**config.mk**
```make
export PLATFORM = sky130hd
export DESIGN_NAME = drive_mode_selector_core
export DESIGN_NICKNAME = d
export VERILOG_FILES = /design/src/rtl/dms_pkg.sv /design/src/rtl/drive_mode_selector_core.sv /design/src/rtl/dms_next_state.sv
export SDC_FILE = /design/constraint.sdc
export NUM_CORES = 1
export LEC_CHECK = 0
export ABC_AREA = 1
export BUFFER_PORTS_ARGS = -buffer_cell sky130_fd_sc_hd__buf_2
export CAP_MARGIN = 20
export CORE_MARGIN = 1.5
export CORE_UTILIZATION = 45
export DETAILED_ROUTE_END_ITERATION = 10
export SLEW_MARGIN = 40
export SYNTH_ARGS = -nofsm -noshare
export SYNTH_HDL_FRONTEND = slang
export SYNTH_SLANG_ARGS = --single-unit
export TNS_END_PERCENT = 5
```
**constraint.sdc**
```tcl
create_clock -name clk -period 5.3 [get_ports clk]
set_input_delay 1.06 -clock clk [delete_from_list [all_inputs] [get_ports clk]]
set_output_delay 1.06 -clock clk [all_outputs]
set_load 0.01 [all_outputs]
```
**src/rtl/dms_pkg.sv**
```systemverilog
// shared types and codes for the drive mode selector
// no dependencies
`timescale 1ns / 1ps

package dms_pkg;

    // command codes
    localparam logic [1:0] CMD_TICK     = 2'd0;
    localparam logic [1:0] CMD_VELOCITY = 2'd1;
    localparam logic [1:0] CMD_CURRENT  = 2'd2;

    // mode codes
    localparam logic [2:0] MODE_IDLE    = 3'd0;
    localparam logic [2:0] MODE_NEUTRAL = 3'd1;
    localparam logic [2:0] MODE_REVERSE = 3'd2;
    localparam logic [2:0] MODE_BRAKE   = 3'd3;
    localparam logic [2:0] MODE_DRIVE   = 3'd4;
    localparam logic [2:0] MODE_PLUGIN  = 3'd5;

    // gear led bits
    localparam logic [3:0] LED_DRIVE   = 4'b0001;
    localparam logic [3:0] LED_BRAKE   = 4'b0010;
    localparam logic [3:0] LED_NEUTRAL = 4'b0100;
    localparam logic [3:0] LED_REVERSE = 4'b1000;

    // configuration register indexes
    localparam logic [1:0] CFG_FORWARD_SPEED = 2'd0;
    localparam logic [1:0] CFG_REVERSE_SPEED = 2'd1;
    localparam logic [1:0] CFG_REGEN_LIMIT   = 2'd2;
    localparam logic [1:0] CFG_FLASH_HALF    = 2'd3;

    localparam int CFG_IDX_W  = 2;
    localparam int CFG_DATA_W = 16;

    // reset values
    localparam logic signed [15:0] FORWARD_SPEED_RESET = 16'sd256;
    localparam logic signed [15:0] REVERSE_SPEED_RESET = -16'sd256;
    localparam logic signed [15:0] REGEN_LIMIT_RESET   = -16'sd256;
    localparam logic [6:0]         FLASH_HALF_RESET    = 7'd25;

    typedef struct packed {
        logic signed [15:0] forward_engage_speed;
        logic signed [15:0] reverse_engage_speed;
        logic signed [15:0] regen_current_limit;
        logic [6:0]         flash_half_period;
    } cfg_t;

    typedef struct packed {
        logic [1:0]         command;
        logic signed [15:0] sample;
        logic               ign_on;
        logic               fuel_door;
        logic               sel_reverse;
        logic               sel_neutral;
        logic               sel_brake_mode;
        logic               sel_drive;
        logic               brake_pedal;
    } item_t;

    typedef struct packed {
        logic [2:0] mode;
        logic       moving_forward;
        logic       moving_reverse;
        logic       moving_slow;
        logic       regen_active;
        logic [7:0] flash_count;
        logic [3:0] led;
        logic       last_brake;
        logic       last_ign;
    } state_t;

    typedef struct packed {
        logic [2:0] mode;
        logic [3:0] gear_leds;
        logic       brake_light;
        logic       reverse_light;
        logic       drive_zero;
    } result_t;

endpackage

```
**src/rtl/drive_mode_selector_core.sv**
```systemverilog
// an accepted input transaction goes through the input register, then the result register
// throughput: one transaction per cycle unless the output stalls, set by the state loop
// the mode/flag state is updated in the same cycle the result register is loaded
// reset: asynchronous active low, returns mode to off, clears flags and leds,
// loads the configuration registers and flash counter with their defaults
`timescale 1ns / 1ps

module drive_mode_selector_core (
    input  logic                            clk,
    input  logic                            rst_n,
    // configuration write port
    input  logic                            cfg_write_en,
    input  logic [dms_pkg::CFG_IDX_W-1:0]   cfg_index,
    input  logic [dms_pkg::CFG_DATA_W-1:0]  cfg_data,
    // input channel
    input  logic                            in_valid,
    output logic                            in_ready,
    input  logic [1:0]                      command,
    input  logic signed [15:0]              sample,
    input  logic                            ign_on,
    input  logic                            fuel_door,
    input  logic                            sel_reverse,
    input  logic                            sel_neutral,
    input  logic                            sel_brake_mode,
    input  logic                            sel_drive,
    input  logic                            brake_pedal,
    // output channel
    output logic                            out_valid,
    input  logic                            out_ready,
    output logic [2:0]                      mode,
    output logic [3:0]                      gear_leds,
    output logic                            brake_light,
    output logic                            reverse_light,
    output logic                            drive_zero
);
    import dms_pkg::*;

    // configuration registers
    cfg_t    cfg_reg;

    // input stage: holds one accepted transaction
    logic    in_valid_reg;
    item_t   item_reg;
    item_t   item_in;

    // architectural state, advanced when the input stage hands off
    state_t  state_reg;
    state_t  state_next;

    // result stage
    logic    out_valid_reg;
    result_t result_reg;
    result_t result_next;

    logic    advance;

    // the input stage moves on when the result register is free or being drained
    assign advance  = in_valid_reg && (!out_valid_reg || out_ready);
    assign in_ready = !in_valid_reg || advance;

    assign item_in.command        = command;
    assign item_in.sample         = sample;
    assign item_in.ign_on         = ign_on;
    assign item_in.fuel_door      = fuel_door;
    assign item_in.sel_reverse    = sel_reverse;
    assign item_in.sel_neutral    = sel_neutral;
    assign item_in.sel_brake_mode = sel_brake_mode;
    assign item_in.sel_drive      = sel_drive;
    assign item_in.brake_pedal    = brake_pedal;

    // configuration writes land directly, no handshake
    always_ff @(posedge clk or negedge rst_n)
    begin
        if (!rst_n)
        begin
            cfg_reg.forward_engage_speed <= FORWARD_SPEED_RESET;
            cfg_reg.reverse_engage_speed <= REVERSE_SPEED_RESET;
            cfg_reg.regen_current_limit  <= REGEN_LIMIT_RESET;
            cfg_reg.flash_half_period    <= FLASH_HALF_RESET;
        end
        else if (cfg_write_en)
        begin
            unique case (cfg_index)
                CFG_FORWARD_SPEED: cfg_reg.forward_engage_speed <= cfg_data;
                CFG_REVERSE_SPEED: cfg_reg.reverse_engage_speed <= cfg_data;
                CFG_REGEN_LIMIT:   cfg_reg.regen_current_limit  <= cfg_data;
                CFG_FLASH_HALF:    cfg_reg.flash_half_period    <= cfg_data[6:0];
                default:           cfg_reg                      <= cfg_reg;
            endcase
        end
    end

    // input register
    always_ff @(posedge clk or negedge rst_n)
    begin
        if (!rst_n)
        begin
            in_valid_reg <= 1'b0;
        end
        else if (in_ready)
        begin
            in_valid_reg <= in_valid;
        end
    end

    always_ff @(posedge clk)
    begin
        if (in_valid && in_ready)
        begin
            item_reg <= item_in;
        end
    end

    // mode transitions, flag updates and result fields
    dms_next_state u_next_state (
        .cur  (state_reg),
        .item (item_reg),
        .cfg  (cfg_reg),
        .nxt  (state_next),
        .res  (result_next)
    );

    // state register
    always_ff @(posedge clk or negedge rst_n)
    begin
        if (!rst_n)
        begin
            state_reg.mode           <= MODE_IDLE;
            state_reg.moving_forward <= 1'b0;
            state_reg.moving_reverse <= 1'b0;
            state_reg.moving_slow    <= 1'b0;
            state_reg.regen_active   <= 1'b0;
            state_reg.flash_count    <= {1'b0, FLASH_HALF_RESET};
            state_reg.led            <= '0;
            state_reg.last_brake     <= 1'b0;
            state_reg.last_ign       <= 1'b0;
        end
        else if (advance)
        begin
            state_reg <= state_next;
        end
    end

    // result register, one result per transaction
    always_ff @(posedge clk or negedge rst_n)
    begin
        if (!rst_n)
        begin
            out_valid_reg <= 1'b0;
        end
        else if (advance)
        begin
            out_valid_reg <= 1'b1;
        end
        else if (out_ready)
        begin
            out_valid_reg <= 1'b0;
        end
    end

    always_ff @(posedge clk)
    begin
        if (advance)
        begin
            result_reg <= result_next;
        end
    end

    assign out_valid     = out_valid_reg;
    assign mode          = result_reg.mode;
    assign gear_leds     = result_reg.gear_leds;
    assign brake_light   = result_reg.brake_light;
    assign reverse_light = result_reg.reverse_light;
    assign drive_zero    = result_reg.drive_zero;

endmodule

```
**src/rtl/dms_next_state.sv**
```systemverilog
// next-state and result logic for one transaction of the drive mode selector
// depends on dms_pkg
`timescale 1ns / 1ps

module dms_next_state (
    input  dms_pkg::state_t  cur,
    input  dms_pkg::item_t   item,
    input  dms_pkg::cfg_t    cfg,
    output dms_pkg::state_t  nxt,
    output dms_pkg::result_t res
);
    import dms_pkg::*;

    logic       ok_fwd;
    logic       ok_rev;
    logic [7:0] fc_dec;
    logic [2:0] tick_mode;
    logic [3:0] tick_led;
    logic [7:0] tick_fc;

    assign ok_fwd = cur.moving_slow | cur.moving_forward;
    assign ok_rev = cur.moving_slow | cur.moving_reverse;
    assign fc_dec = cur.flash_count - 8'd1;

    // mode transitions by priority, leds show the mode held before the tick
    always_comb
    begin
        tick_mode = MODE_IDLE;
        tick_led  = cur.led;
        tick_fc   = cur.flash_count;
        unique case (cur.mode)
            MODE_IDLE:
            begin
                tick_mode = item.ign_on ? MODE_NEUTRAL : MODE_IDLE;
                tick_led  = '0;
            end
            MODE_NEUTRAL:
            begin
                priority if (item.sel_reverse && ok_rev)   tick_mode = MODE_REVERSE;
                else if (item.sel_brake_mode && ok_fwd)    tick_mode = MODE_BRAKE;
                else if (item.sel_drive && ok_fwd)         tick_mode = MODE_DRIVE;
                else if (!item.ign_on)                     tick_mode = MODE_IDLE;
                else if (item.fuel_door)                   tick_mode = MODE_PLUGIN;
                else                                       tick_mode = MODE_NEUTRAL;
                tick_led = LED_NEUTRAL;
            end
            MODE_REVERSE:
            begin
                priority if (item.sel_neutral)             tick_mode = MODE_NEUTRAL;
                else if (item.sel_brake_mode && ok_fwd)    tick_mode = MODE_BRAKE;
                else if (item.sel_drive && ok_fwd)         tick_mode = MODE_DRIVE;
                else if (!item.ign_on)                     tick_mode = MODE_IDLE;
                else if (item.fuel_door)                   tick_mode = MODE_PLUGIN;
                else                                       tick_mode = MODE_REVERSE;
                tick_led = LED_REVERSE;
            end
            MODE_BRAKE:
            begin
                priority if (item.sel_neutral)             tick_mode = MODE_NEUTRAL;
                else if (item.sel_reverse && ok_rev)       tick_mode = MODE_REVERSE;
                else if (item.sel_drive && ok_fwd)         tick_mode = MODE_DRIVE;
                else if (!item.ign_on)                     tick_mode = MODE_IDLE;
                else if (item.fuel_door)                   tick_mode = MODE_PLUGIN;
                else                                       tick_mode = MODE_BRAKE;
                tick_led = LED_BRAKE;
            end
            MODE_DRIVE:
            begin
                priority if (item.sel_neutral)             tick_mode = MODE_NEUTRAL;
                else if (item.sel_brake_mode && ok_fwd)    tick_mode = MODE_BRAKE;
                else if (item.sel_reverse && ok_rev)       tick_mode = MODE_REVERSE;
                else if (!item.ign_on)                     tick_mode = MODE_IDLE;
                else if (item.fuel_door)                   tick_mode = MODE_PLUGIN;
                else                                       tick_mode = MODE_DRIVE;
                tick_led = LED_DRIVE;
            end
            MODE_PLUGIN:
            begin
                priority if (!item.fuel_door)              tick_mode = MODE_NEUTRAL;
                else if (!item.ign_on)                     tick_mode = MODE_IDLE;
                else                                       tick_mode = MODE_PLUGIN;
                // neutral led flashes on the countdown
                tick_fc  = fc_dec;
                tick_led = cur.led & LED_NEUTRAL;
                priority if (fc_dec == 8'd0)
                begin
                    tick_fc  = {cfg.flash_half_period, 1'b0};
                    tick_led = tick_led | LED_NEUTRAL;
                end
                else if (fc_dec == {1'b0, cfg.flash_half_period})
                begin
                    tick_led = tick_led & ~LED_NEUTRAL;
                end
            end
            default:
            begin
                tick_mode = MODE_IDLE;
            end
        endcase
    end

    always_comb
    begin
        nxt = cur;
        unique case (item.command)
            CMD_TICK:
            begin
                nxt.mode        = tick_mode;
                nxt.led         = tick_led;
                nxt.flash_count = tick_fc;
                nxt.last_ign    = item.ign_on;
                nxt.last_brake  = item.brake_pedal;
            end
            CMD_VELOCITY:
            begin
                nxt.moving_forward = item.sample > cfg.forward_engage_speed;
                nxt.moving_reverse = item.sample < cfg.reverse_engage_speed;
                nxt.moving_slow    = (item.sample >= cfg.reverse_engage_speed) &&
                                     (item.sample <= cfg.forward_engage_speed);
            end
            CMD_CURRENT:
            begin
                nxt.regen_active = item.sample < cfg.regen_current_limit;
            end
            default:
            begin
                nxt = cur;
            end
        endcase
    end

    always_comb
    begin
        res.mode          = nxt.mode;
        res.gear_leds     = nxt.led;
        res.brake_light   = nxt.last_brake | nxt.regen_active;
        res.reverse_light = (nxt.mode == MODE_REVERSE);
        res.drive_zero    = !(nxt.last_ign && !nxt.last_brake &&
                              ((nxt.mode == MODE_REVERSE) || (nxt.mode == MODE_BRAKE) ||
                               (nxt.mode == MODE_DRIVE)));
    end

endmodule

```
# == After elaboration in Yosys (flattened, before gate mapping) ==
# Cells that the tools add are included.
# classes
magnitude_cmp,5
reduce_logical,27
n_eq_ne,14
mux,33
addsub,1
bitwise_logic,3
# op_table
op,count
two-way mux 3 bit,23
< comparator 16 bit,2
case mux 4 bit (6 select lines),1
case mux 3 bit (6 select lines),1
greater-or-equal comparator 16 bit,1
greater-than comparator 16 bit,1
<= comparator 16 bit,1
equality test 3 x 2 -> 1 bit (second input constant),4
AND reduction 2 bit,5
equality test 3 bit (second input constant),3
equality test 8 x 7 -> 1 bit,1
logical AND 1 bit,8
logical NOT 8 bit,1
two-way mux 8 bit,1
subtractor 8 x 1 -> 8 bit (second input constant),1
equality test 2 bit (second input constant),3
two-way mux 6 bit,1
two-way mux 1 bit,5
equality test 2 x 1 -> 1 bit (second input constant),2
logical NOT 1 bit,4
logical NOT 2 bit,2
logical OR 1 bit,4
two-way mux 4 bit,1
equality test 3 x 1 -> 1 bit (second input constant),1
other kinds (4),6
# totals
in_bits,48
output_inout_bits,12
word_cells,112
ff_bits,113

# == Depth between registers and ports, before layout ==
# depth
ltp_word,12
mapped_depth,16
depth_no_buf,16

# == Modules after synthesis ==
# A second synthesis with hierarchy kept.
# hier_totals
cells_unflattened,817
hier_area_um2,6673.9
# modules_own_cells
mod,cells_each,instances,seq_area_each_um2,area_each_um2
drive_mode_selector_core,380,1,3031.7,4305.4
dms_next_state,437,1,0.0,2368.5

# == Worst setup path before layout ==
# No wires, ideal clock.
# synth_path
path_kind,input to output
start,input port out_ready
end,output port in_ready
t_arrival_ns,1.244
cell_stages,2
path_slack_ns,2.996
n_path_buf,0
required_ns,4.240
path_cell_list,inv_1 -> nand3_1
# synth_between
elab_chain_cells,3
# synth_lines
item,line,rtl
start: declaration,drive_mode_selector_core.sv:29,"input logic out_ready,"
logical OR 1 bit,drive_mode_selector_core.sv:58,assign advance = in_valid_reg && (!out_valid_reg || out_ready);
logical AND 1 bit,drive_mode_selector_core.sv:58,
logical OR 1 bit,drive_mode_selector_core.sv:59,assign in_ready = !in_valid_reg || advance;
end: declaration,drive_mode_selector_core.sv:17,"output logic in_ready,"
# Every way passes these cells.

# == Worst setup path in the final report ==
# layout_path
start,input port out_ready
end,register state_reg[10] (netlist name)
# layout_between
elab_chain_cells,3
# layout_lines
item,line,rtl
logical OR 1 bit,drive_mode_selector_core.sv:58,
logical AND 1 bit,drive_mode_selector_core.sv:58,
via advance,drive_mode_selector_core.sv:55,logic advance;
AND reduction 3 bit (no line),n/a,
end signal: assignment,drive_mode_selector_core.sv:140,state_reg <= state_next;
end: declaration,drive_mode_selector_core.sv:47,state_t state_reg;
# The timed path passes the listed nets, and every way through them passes these cells.
# A chain may end at the register's enable or synchronous reset.

==> reports/results.ini <==
[clock_tree]
cts_tree=done
cts_resized=0
path_clk_slew_ns=0.05
cts_made_buffers=17
h-tree-depth=4
cts_max_path_buffers=2
cts_root_buf=clkbuf_16
cts.sinks=113
ctsHoldBuffers=0
insertion_delay_ns=0.41
post-cts-setup-buffers=0

[synth]
synth_edf_count=35
avgSynthCellArea_um2=8.62
yosys_warnings=0
yosysMostFrequentCell=nand2_1
synth_seq_cells=113
synthTopCellsByCount=181 x nand2_1, 105 x inv_1, 82 x o21ai_0
synth.distinct_cells=37
syn_area_mm2=0.00605
yosysTopAreaCell=dfrtp_1
ys_dominant_reg_cell=dfrtp_1
syn-instance-count=702
yosysSeqAreaShare_pct=50.1
yosysTopAreaCellShare_pct=22.8
synth_async_sr_flop_share_pct=69.0
synth.area.top_cells=dfrtp_1 23%, edfxtp_1 17%, nand2_1 11%
syn_nets=799

[route]
drc_errors=0
drtIter0Drc=330
via_count=4744
viasPerCell=4.95
drt_first_pass_iters=5
final_antenna_net_count=0
routed_wl_mm=13.1
wl_per_cell_um=13.7

[pwr]
powerDensity_mw_per_mm2=448
leakage_uw=0.00353
irDropWorstVdd_mv=0.273

[timing]
timing.final.crit_share_pct=48.5
fin_ws_ns=2.73
setup_tns_ns=0
slew_viol_final=0
relSlewSlack_pct=51.2
worst_slew_pin_slew_ns=0.732
max_freq_ghz=0.389
fin_worst_skew_ns=0.00682
rsz0062_at_grt=no
whs_ns=0.479
hold_violations=0
setup_viol=0
min_period_ns=2.57

[floorplanning]
core_mm2=0.0132
num_rows=42
dieArea_mm2=0.0141
die_w_um=119
io_pins=60
dieHeight_um=119
start_util_pct=45.9

[critical_path]
critPathCaptureType=flip-flop
arrival_ns=2.91
reg2regPathDepth=7
critPathSlowestCell=nor2_2
r2r_start=out_valid$_DFFE_PN0P_
critPathLaunchType=primary input
cp_cell_sequence=buf_2, inv_1, nand2_1, nand2_1, inv_2, nand3_1, nor2_2, o21ai_0, o22ai_1
cp.required_ns=5.64
r2r_end=state_reg[10]$_DFFE_PN1P_
crit_type=in2reg
cp_num_buf_inv=3
cp_common_cell=nand2_1
crit_family=simple AND/OR/NAND/NOR gates
slowest_delay_ns=0.51
path_max_fanout=19
rrSetupSlack_ns=3.07

[final_layout]
largest_reg_flops=55
drive_above_1_share_pct=19.0
syn2layout_area_growth_pct=18.6
utilization_pct=54.4
finalNetCount=867
fin_cells=959
n_antenna_cell=0

[min_path]
holdPathStages=2
holdPathEnd=state_reg[14]$_DFFE_PN0P_
hold_start=state_reg[14]$_DFFE_PN0P_
hp-class=reg2reg

[status]
status=completed

[global_route]
grt_antenna_before_repair=0
met1_usage_pct=25.9
grt_max_degree=79
overflow=0
top_usage_layer=met2
first_global_vias=4805
grt.met2_usage_pct=34.0
grt_usage_pct=20.4
met3_usage_pct=5.80
grt_pass1_wl_mm=22.6

[placement]
dp_hpwl_mm=9.23
io_buffers=59
placement.setup.worst_slack_ns=2.29
dp_cells=927
gp_congestion=0.839

[run]
max_cap_violations=0

-- area by class of cell --
class,count,area (um2)
Clock inverter,11,158
Inverter,112,420
Fill cell,1230,6020
Sequential cell,113,3030
Multi-Input combinational cell,464,2550
Clock buffer,21,472
Timing Repair Buffer,62,324
Tap cell,176,220
-- per-layer routing --
layer / wire, um / up-vias / part of all wire [%]
met2: 6490 / 96 / 49
li1: - / 2417 / -
met3: 493 / 16 / 3.8
met1: 6010 / 2215 / 46
met5: 0 / - / 0
met4: 146 / 0 / 1.1
-- cell families after synthesis --
logic type	Yosys count	synth area share, %
fa+ha+maj	49	10.1
xor+xnor	2	0.290
mux	2	0.331
buf+inv	125	7.80
flops	113	50.1
simple gates	291	20.6
compound gates	120	10.7
-- worst reg2reg max path, cell delays in order (launching register included) --
cell and delay [ns]:
dfrtp_1 0.39, nand2_1 0.09, nand2_1 0.24, inv_2 0.37, nand3_1 0.25, nor2_2 0.51
o21ai_0 0.18, o22ai_1 0.14
-- worst max-delay path by stage --
stage	startpoint	end	cells past startpoint
6_report	out_ready	state_reg[10]$_DFFE_PN1P_	9
3_5_place_dp	out_ready	state_reg[10]$_DFFE_PN1P_	9
4_1_cts	out_ready	state_reg[10]$_DFFE_PN1P_	9
2_1_floorplan	out_ready	in_ready	2
3_3_place_gp	out_ready	state_reg[10]$_DFFE_PN1P_	9
5_1_grt	out_ready	state_reg[11]$_DFFE_PN0P_	9
-- per-stage QoR --
stage	area, um2	total power (uW)
6_report	7170	3210
2_1_floorplan	6050	1790
3_3_place_gp	6540	1980
3_5_place_dp	6540	2010
4_1_cts	7170	3250
5_1_grt	7170	3430
-- cells in the final DEF, fill, tap and decap left out, types with 2 or more instances in the layout --
cell type / n
a21oi_1: 21
buf_2: 58
buf_4: 3
bufinv_16: 4
clkbuf_1: 2
clkbuf_16: 18
clkinv_2: 6
dfrtp_1: 55
dfstp_2: 23
edfxtp_1: 35
ha_1: 49
inv_1: 104
inv_2: 8
mux2i_1: 2
nand2_1: 181
nand2_2: 7
nand3_1: 40
nand3_2: 3
nand3b_1: 2
nand4_1: 5
nor2_1: 34
nor2_2: 8
nor3_1: 6
o211ai_1: 2
o21ai_0: 82
o21ai_1: 4
o21ai_2: 2
or2_2: 2
xor2_1: 2
-- power breakdown --
part,switching [uW],internal [uW]
clock network,398,821
logic,462,286
registers,136,1110
(Power assumes the default switching activity.)
